[src/hdl/pfde_pkg.sv]
// shared types, constants and helpers for the playfair digraph encrypter
package pfde_pkg;

  localparam int unsigned LetterW = 5;
  localparam int unsigned Alphabet = 26;
  localparam int unsigned Cells = 25;
  localparam int unsigned Side = 5;

  localparam logic [LetterW-1:0] LetterI = 5'd8;
  localparam logic [LetterW-1:0] LetterJ = 5'd9;
  localparam logic [LetterW-1:0] LetterX = 5'd23;
  localparam logic [LetterW-1:0] LetterZ = 5'd25;
  localparam logic [LetterW-1:0] CellsCode = 5'd25;
  localparam logic [LetterW-1:0] AlphabetCode = 5'd26;

  localparam logic ModeKey = 1'b0;

  typedef struct packed {
    logic               mode;
    logic [LetterW-1:0] letter;
    logic               last;
  } pfde_in_t;

  typedef struct packed {
    logic [LetterW-1:0] cipher_letter;
    logic               end_of_message;
  } pfde_out_t;

  // controller to datapath
  typedef struct packed {
    logic accept;
    logic place_key;
    logic walk_step;
    logic route;
    logic cap_pa;
    logic calc;
    logic cap_c0;
    logic cap_c1;
    logic load_out0;
    logic load_out1;
  } pfde_cmd_t;

  // datapath to controller
  typedef struct packed {
    logic mode;
    logic key_ok;
    logic walk_done;
    logic complete;
    logic holding;
    logic last;
    logic out_free;
  } pfde_sts_t;

  typedef struct packed {
    logic [2:0] row;
    logic [2:0] col;
  } pfde_rc_t;

  // cell index to row and column, row by reciprocal multiply (exact below 25)
  function automatic pfde_rc_t cell_rc(input logic [LetterW-1:0] p);
    logic [LetterW-1:0] q;
    logic [8:0]         prod;
    logic [LetterW-1:0] base;
    pfde_rc_t           rc;
    q    = (p >= CellsCode) ? p - CellsCode : p;
    prod = {4'd0, q} * 9'd13;
    rc.row = prod[8:6];
    base = {2'd0, rc.row} * 5'd5;
    rc.col = 3'(q - base);
    return rc;
  endfunction

  function automatic logic [LetterW-1:0] rc_cell(input logic [2:0] row, input logic [2:0] col);
    logic [LetterW-1:0] base;
    base = {2'd0, row} * 5'd5;
    return base + {2'd0, col};
  endfunction

  function automatic logic [2:0] wrap_inc(input logic [2:0] v);
    return (v == 3'(Side - 1)) ? 3'd0 : v + 3'd1;
  endfunction

endpackage

[src/hdl/pfde_ram.sv]
// generic single write port, single read port ram with registered read
module pfde_ram #(
  parameter int unsigned Width = 8,
  parameter int unsigned Depth = 32,
  localparam int unsigned AddrW = (Depth > 1) ? $clog2(Depth) : 1
) (
  input  logic             clk_i,
  input  logic             we_i,
  input  logic [AddrW-1:0] waddr_i,
  input  logic [Width-1:0] wdata_i,
  input  logic [AddrW-1:0] raddr_i,
  output logic [Width-1:0] rdata_o
);

  logic [Width-1:0] mem_q [Depth];
  logic [Width-1:0] rdata_q;

  always_ff @(posedge clk_i) begin
    if (we_i) begin
      mem_q[waddr_i] <= wdata_i;
    end
    rdata_q <= mem_q[raddr_i];
  end

  assign rdata_o = rdata_q;

endmodule

[src/hdl/pfde_ctrl.sv]
// sequencing state machine for key fill, square completion and pair encryption
module pfde_ctrl (
  input  logic                clk_i,
  input  logic                rst_ni,
  input  logic                in_valid_i,
  output logic                in_ready_o,
  input  pfde_pkg::pfde_sts_t sts_i,
  output pfde_pkg::pfde_cmd_t cmd_o
);
  import pfde_pkg::*;

  localparam logic [3:0] StIdle     = 4'd0;
  localparam logic [3:0] StDispatch = 4'd1;
  localparam logic [3:0] StWalk     = 4'd2;
  localparam logic [3:0] StRoute    = 4'd3;
  localparam logic [3:0] StRdPa     = 4'd4;
  localparam logic [3:0] StRdPb     = 4'd5;
  localparam logic [3:0] StCalc     = 4'd6;
  localparam logic [3:0] StRdA      = 4'd7;
  localparam logic [3:0] StRdB      = 4'd8;
  localparam logic [3:0] StCapB     = 4'd9;
  localparam logic [3:0] StOut0     = 4'd10;
  localparam logic [3:0] StOut1     = 4'd11;

  logic [3:0] state_q, state_d;

  always_comb begin
    state_d    = state_q;
    cmd_o      = '0;
    in_ready_o = 1'b0;
    case (state_q)
      StIdle: begin
        in_ready_o = 1'b1;
        if (in_valid_i) begin
          cmd_o.accept = 1'b1;
          state_d = StDispatch;
        end
      end
      StDispatch: begin
        if (sts_i.mode == ModeKey) begin
          cmd_o.place_key = sts_i.key_ok;
          state_d = StIdle;
        end else if (!sts_i.complete) begin
          state_d = StWalk;
        end else begin
          state_d = StRoute;
        end
      end
      StWalk: begin
        cmd_o.walk_step = 1'b1;
        if (sts_i.walk_done) begin
          state_d = StRoute;
        end
      end
      StRoute: begin
        cmd_o.route = 1'b1;
        state_d = (sts_i.holding || sts_i.last) ? StRdPa : StIdle;
      end
      StRdPa: state_d = StRdPb;
      StRdPb: begin
        cmd_o.cap_pa = 1'b1;
        state_d = StCalc;
      end
      StCalc: begin
        cmd_o.calc = 1'b1;
        state_d = StRdA;
      end
      StRdA: state_d = StRdB;
      StRdB: begin
        cmd_o.cap_c0 = 1'b1;
        state_d = StCapB;
      end
      StCapB: begin
        cmd_o.cap_c1 = 1'b1;
        state_d = StOut0;
      end
      StOut0: begin
        if (sts_i.out_free) begin
          cmd_o.load_out0 = 1'b1;
          state_d = StOut1;
        end
      end
      StOut1: begin
        if (sts_i.out_free) begin
          cmd_o.load_out1 = 1'b1;
          state_d = StIdle;
        end
      end
      default: state_d = StIdle;
    endcase
  end

  always_ff @(posedge clk_i or negedge rst_ni) begin
    if (!rst_ni) begin
      state_q <= StIdle;
    end else begin
      state_q <= state_d;
    end
  end

endmodule

[src/hdl/pfde_dp.sv]
// datapath: square and position memories, letter marks, pair math, output register
module pfde_dp (
  input  logic                clk_i,
  input  logic                rst_ni,
  input  pfde_pkg::pfde_in_t  in_data_i,
  input  pfde_pkg::pfde_cmd_t cmd_i,
  output pfde_pkg::pfde_sts_t sts_o,
  output logic                out_valid_o,
  input  logic                out_ready_i,
  output pfde_pkg::pfde_out_t out_data_o
);
  import pfde_pkg::*;

  pfde_in_t           item_q;
  logic [Alphabet-1:0] used_q;
  logic [LetterW-1:0] fill_q;
  logic               complete_q;
  logic [LetterW-1:0] walk_q;
  logic [LetterW-1:0] held_q;
  logic               holding_q;
  logic [LetterW-1:0] a_q, b_q;
  logic               end_q;
  logic [LetterW-1:0] pa_q;
  logic [LetterW-1:0] ea_q, eb_q;
  logic [LetterW-1:0] c0_q, c1_q;
  logic               out_valid_q;
  pfde_out_t          out_q;

  logic               room;
  logic               key_ok;
  logic               walk_ok;
  logic               place_en;
  logic [LetterW-1:0] place_letter;
  logic [LetterW-1:0] msg_letter;
  logic [LetterW-1:0] pos_raddr, pos_rdata;
  logic [LetterW-1:0] sq_raddr, sq_rdata;
  pfde_rc_t           rc_a, rc_b;
  logic [LetterW-1:0] ea_d, eb_d;

  assign room    = (fill_q < CellsCode);
  assign key_ok  = !complete_q && (item_q.letter < AlphabetCode) &&
                   !used_q[item_q.letter] && room;
  assign walk_ok = !used_q[walk_q] && room;

  assign place_en     = (cmd_i.place_key) || (cmd_i.walk_step && walk_ok);
  assign place_letter = cmd_i.walk_step ? walk_q : item_q.letter;

  // clamp out of range to z, fold j into i
  always_comb begin
    msg_letter = item_q.letter;
    if (msg_letter > LetterZ) begin
      msg_letter = LetterZ;
    end
    if (msg_letter == LetterJ) begin
      msg_letter = LetterI;
    end
  end

  assign pos_raddr = cmd_i.cap_pa ? b_q : a_q;
  assign sq_raddr  = cmd_i.cap_c0 ? eb_q : ea_q;

  pfde_ram #(
    .Width(LetterW),
    .Depth(Cells)
  ) u_square (
    .clk_i,
    .we_i   (place_en),
    .waddr_i(fill_q),
    .wdata_i(place_letter),
    .raddr_i(sq_raddr),
    .rdata_o(sq_rdata)
  );

  pfde_ram #(
    .Width(LetterW),
    .Depth(Alphabet)
  ) u_position (
    .clk_i,
    .we_i   (place_en),
    .waddr_i(place_letter),
    .wdata_i(fill_q),
    .raddr_i(pos_raddr),
    .rdata_o(pos_rdata)
  );

  // same row shifts right, same column shifts down, else rectangle corners
  always_comb begin
    rc_a = cell_rc(pa_q);
    rc_b = cell_rc(pos_rdata);
    if (rc_a.row == rc_b.row) begin
      ea_d = rc_cell(rc_a.row, wrap_inc(rc_a.col));
      eb_d = rc_cell(rc_b.row, wrap_inc(rc_b.col));
    end else if (rc_a.col == rc_b.col) begin
      ea_d = rc_cell(wrap_inc(rc_a.row), rc_a.col);
      eb_d = rc_cell(wrap_inc(rc_b.row), rc_b.col);
    end else begin
      ea_d = rc_cell(rc_a.row, rc_b.col);
      eb_d = rc_cell(rc_b.row, rc_a.col);
    end
  end

  always_ff @(posedge clk_i or negedge rst_ni) begin
    if (!rst_ni) begin
      used_q      <= Alphabet'(1) << LetterJ;
      fill_q      <= '0;
      complete_q  <= 1'b0;
      walk_q      <= '0;
      held_q      <= '0;
      holding_q   <= 1'b0;
      out_valid_q <= 1'b0;
    end else begin
      if (cmd_i.accept) begin
        walk_q <= '0;
      end
      if (place_en) begin
        used_q[place_letter] <= 1'b1;
        fill_q <= fill_q + 5'd1;
      end
      if (cmd_i.walk_step) begin
        walk_q <= walk_q + 5'd1;
        if (walk_q == LetterZ) begin
          complete_q <= 1'b1;
        end
      end
      if (cmd_i.route) begin
        if (holding_q) begin
          holding_q <= 1'b0;
          held_q    <= '0;
        end else if (!item_q.last) begin
          holding_q <= 1'b1;
          held_q    <= msg_letter;
        end
      end
      if (cmd_i.load_out0 || cmd_i.load_out1) begin
        out_valid_q <= 1'b1;
      end else if (out_ready_i) begin
        out_valid_q <= 1'b0;
      end
    end
  end

  always_ff @(posedge clk_i) begin
    if (cmd_i.accept) begin
      item_q <= in_data_i;
    end
    if (cmd_i.route) begin
      if (holding_q) begin
        a_q   <= held_q;
        b_q   <= msg_letter;
        end_q <= item_q.last;
      end else begin
        a_q   <= msg_letter;
        b_q   <= LetterX;
        end_q <= 1'b1;
      end
    end
    if (cmd_i.cap_pa) begin
      pa_q <= pos_rdata;
    end
    if (cmd_i.calc) begin
      ea_q <= ea_d;
      eb_q <= eb_d;
    end
    if (cmd_i.cap_c0) begin
      c0_q <= sq_rdata;
    end
    if (cmd_i.cap_c1) begin
      c1_q <= sq_rdata;
    end
    if (cmd_i.load_out0) begin
      out_q.cipher_letter  <= c0_q;
      out_q.end_of_message <= 1'b0;
    end else if (cmd_i.load_out1) begin
      out_q.cipher_letter  <= c1_q;
      out_q.end_of_message <= end_q;
    end
  end

  assign sts_o.mode      = item_q.mode;
  assign sts_o.key_ok    = key_ok;
  assign sts_o.walk_done = (walk_q == LetterZ);
  assign sts_o.complete  = complete_q;
  assign sts_o.holding   = holding_q;
  assign sts_o.last      = item_q.last;
  assign sts_o.out_free  = !out_valid_q || out_ready_i;

  assign out_valid_o = out_valid_q;
  assign out_data_o  = out_q;

endmodule

[src/hdl/playfair_digraph_encrypt.sv]
// top level of the playfair digraph encrypter
//
//   channel   direction  handshake              payload
//   in        input      in_valid_i/in_ready_o   pfde_in_t  {mode, letter, last}
//   out       output     out_valid_o/out_ready_i pfde_out_t {cipher_letter, end_of_message}
//
// a key letter is placed in the dispatch state before the next one can be taken
// the first message letter adds a walk over the alphabet that fills the rest of
//   the square; the walk is one letter a cycle against the single write port of each memory
// a held message letter passes only dispatch and route; a letter that closes a pair then goes
//   through four registered reads (two positions, then two square cells)
// reset clears the control state; square and position memories hold garbage until written
// a stalled output holds at most one cipher letter; the sequencer waits only when that
//   register is still full, and input is taken again as soon as the second letter is loaded
module playfair_digraph_encrypt (
  input  logic                clk_i,
  input  logic                rst_ni,
  input  logic                in_valid_i,
  output logic                in_ready_o,
  input  pfde_pkg::pfde_in_t  in_data_i,
  output logic                out_valid_o,
  input  logic                out_ready_i,
  output pfde_pkg::pfde_out_t out_data_o
);
  import pfde_pkg::*;

  // commands down, status up
  pfde_cmd_t cmd;
  pfde_sts_t sts;

  // sequencer: one input transfer in flight at a time
  pfde_ctrl u_ctrl (
    .clk_i,
    .rst_ni,
    .in_valid_i,
    .in_ready_o,
    .sts_i(sts),
    .cmd_o(cmd)
  );

  // storage, letter math and the output register
  pfde_dp u_dp (
    .clk_i,
    .rst_ni,
    .in_data_i,
    .cmd_i(cmd),
    .sts_o(sts),
    .out_valid_o,
    .out_ready_i,
    .out_data_o
  );

endmodule
[config.mk]
export PLATFORM = sky130hd
export DESIGN_NAME = playfair_digraph_encrypt
export DESIGN_NICKNAME = d
export VERILOG_FILES = /design/src/hdl/pfde_pkg.sv /design/src/hdl/pfde_ram.sv /design/src/hdl/pfde_ctrl.sv /design/src/hdl/pfde_dp.sv /design/src/hdl/playfair_digraph_encrypt.sv
export SDC_FILE = /design/constraint.sdc
export NUM_CORES = 1
export LEC_CHECK = 0
export BUFFER_PORTS_ARGS = -buffer_cell sky130_fd_sc_hd__buf_2
export CORE_ASPECT_RATIO = 1.4
export CORE_UTILIZATION = 44
export DETAILED_ROUTE_END_ITERATION = 6
export SYNTH_ARGS = -nofsm -noshare
export SYNTH_HDL_FRONTEND = slang
export SYNTH_SLANG_ARGS = --single-unit
[constraint.sdc]
create_clock -name clk_i -period 18.9 [get_ports clk_i]
set_input_delay 2.835 -clock clk_i [delete_from_list [all_inputs] [get_ports clk_i]]
set_output_delay 2.835 -clock clk_i [all_outputs]
set_load 0.05 [all_outputs]
==> run metrics <==
final estimated routing congestion in global placement=0.871; outcome=complete, no violations; worst-margin pin slew=1.05 ns; post-synthesis mux area share=0.127; nets=about 1.3k; Crit Path Category=register to register; Inserted Clock Buffers=35; CTS H-tree depth=2; CP startpoint kind=register; Sum Neg Setup Slack=0 ns; final setup fails=0; Area Growth Syn to Fin=9.94%; Setup crit end=u_dp.ea_q[4]; post-synthesis simple-gate area fraction=0.0798; distinct cell type count after synthesis=87; Post-CTS Setup Inserts=0; gr ovfl total=0; dominant cells by area after synthesis=edfxtp_1, mux4_2, dfrtp_1; layout cell share with drive strength beyond 1=0.173; Core Region=around 0.039 mm^2; worst hold start=u_dp.u_square.rdata_o[3]; ant diodes=0; drt via density=~5.5; worst path bufs/invs=3; Synth Area in Adders=0.0637; syn_area_per_cell=~15 um^2; Slew Viols, Final=0; Slew HR=0.299; vias in the first global route=10.0k; Top delay family on crit path=adder cells; Die Wd=about 170 um; Syn Inst Count=between 1k and 1.5k; Post-CTS Resized=0; r2r startpoint=u_dp.pa_q[0]; Starting DRT DRC Count=519; Die Y=between 200 and 250 um; initial antenna violation count=0; reg2reg path depth=27; Yosys warnings=0; largest net degree at the start of global routing=49; hold-fix buffer count after cts=0; most common cell in the netlist=edfxtp_1; drt total wl=~36000 um; post-synthesis xor/xnor area fraction=0.0189; Synth area leader=edfxtp_1; Synth top cells by count=edfxtp_1, nor2_1, ha_1, mux4_2, nand2_1; Hold Path Class=register to register; compound-cell area share of the yosys netlist=0.0807; Post-synth EDFFs=303; Crit Path Max Fanout=8; clock slew at reported path FFs=roughly 0.06 ns; CTS root buf=clkbuf_16; clock skew=0.0153 ns; starting density of the core=0.451; RSZ-0062 raised after global routing=false; Max-cap violations=0; Avg WL per Cell=20.3 um; Req. time, crit path=19.16 ns; Reg2Reg Setup Slack=approximately 12 ns; IO Pins=19; CTS Buffer Depth=3; Net Count, Synth=about 1.3k; Arr. time, crit path=roughly 7.4 ns; Period minus WS final=roughly 7.1 ns; setup ws final=11.76 ns; Post-Syn Area=around 0.017 mm^2; Residual DRC=0; Routed Antenna Nets=0; router iterations before antenna repair=4; main flop type after synthesis=edfxtp_1; # rows=between 80 and 90; clock sink count=approximately 360; Post-synth ARST share=0.133; Hold Vio Cnt, Final=0; Worst path most repeated cell=ha_1; Seq/Total Area, Yosys=0.603; Critical Path Stages=27; Fillers=3389; first-pass GRT wire length=about 57000 um; slowest CP cell=xnor2_1; worst skew pair latency=approximately 0.54 ns; die area=about 0.04 mm^2; total track usage=0.184; vias=between 9k and 10k; CP endpoint kind=register; Yosys top cell area share=0.522; worst reg2reg path endpoint=u_dp.ea_q[4]; Critical Path Source=u_dp.pa_q[0]; Placement Setup Slack=approximately 12 ns; CP max stage delay=~0.63 ns; CTS tree=done; number of I/O port buffers=18; f_max=about 140 MHz; post-synthesis register bit count=approximately 360; final worst path period share=0.378; largest family of logic cells by synthesized area=multiplexers; HPWL Detailed=24300 um
stage by stage:
| stage | instance area [um^2] | util | instances | hold slack, ns |
|---|---|---|---|---|
| after floorplan | 17400 | - | 1186 | 0.404 |
| after global placement | 18100 | 0.468 | 1694 | 0.407 |
| after detailed placement | 18100 | 0.468 | 1694 | 0.416 |
| after global routing | 19200 | 0.495 | 1758 | 0.441 |
| after CTS | 19200 | 0.495 | 1758 | 0.432 |
| final | 19200 | 0.495 | 1758 | 0.428 |
registers in the layout (all words and copies together), names as in the netlist, 6 cells and up:
name,flops
u_dp.u_position.mem_q,130
u_dp.u_square.mem_q,125
u_dp.used_q,26
u_dp.out_data_o,6
area by class of cell:
type,instances,area (um^2),area share
sequential,362,10500,0.549
tap,522,653,0.0341
clock inverter,14,83.8,0.00437
clock buffer,50,983,0.0513
multi-input combinational,722,6530,0.340
timing repair buffer,32,195,0.0102
inverter,56,210,0.0110
cells by family (layout without fill, tap and decap cells):
group,count (synthesis),count (layout)
fa+ha+maj,83,83
simple gates,276,276
xor+xnor,31,31
buf+inv,102,152
flops,362,362
mux,139,139
compound gates,193,193
metal layers:
| layer | vias up | GRT usage | wire length, um |
|---|---|---|---|
| met2 | 158 | 0.335 | 18800 |
| met1 | 4861 | 0.219 | 14700 |
| met4 | 0 | 0.0723 | 1250 |
| met3 | 62 | 0.0236 | 981 |
| li1 | 4566 | - | - |
| met5 | - | 0 | 0 |
worst min path at each step:
stage	cells after the start	endpoint
2_1_floorplan	0	u_dp.c0_q[0]
6_report	0	u_dp.c0_q[3]
3_5_place_dp	0	u_dp.c0_q[3]
4_1_cts	0	u_dp.c0_q[3]
5_1_grt	0	u_dp.c0_q[3]
3_3_place_gp	0	u_dp.c0_q[3]
cell usage in the layout, fill, tap and decap left out, drive strengths merged, types with 8 or more instances in the layout:
cell,netlist,routed
o21ai,34,34
nor2b,15,15
dfrtp,47,47
nand2b,8,8
nand2,64,64
and2,10,10
clkinv,0,12
mux4,64,64
a211oi,12,12
fa,10,10
buf,25,32
mux2,19,19
dfxtp,11,11
edfxtp,303,303
inv,56,57
mux2i,56,56
a21oi,39,39
xnor2,21,21
clkbuf,21,50
nor3,11,11
o211ai,17,17
nor2,100,100
ha,72,72
o21bai,27,27
a21o,12,12
nand3,20,20
Power is not shown: default switching activity piles up to over one toggle a cycle in this logic, so the estimate is an artifact.
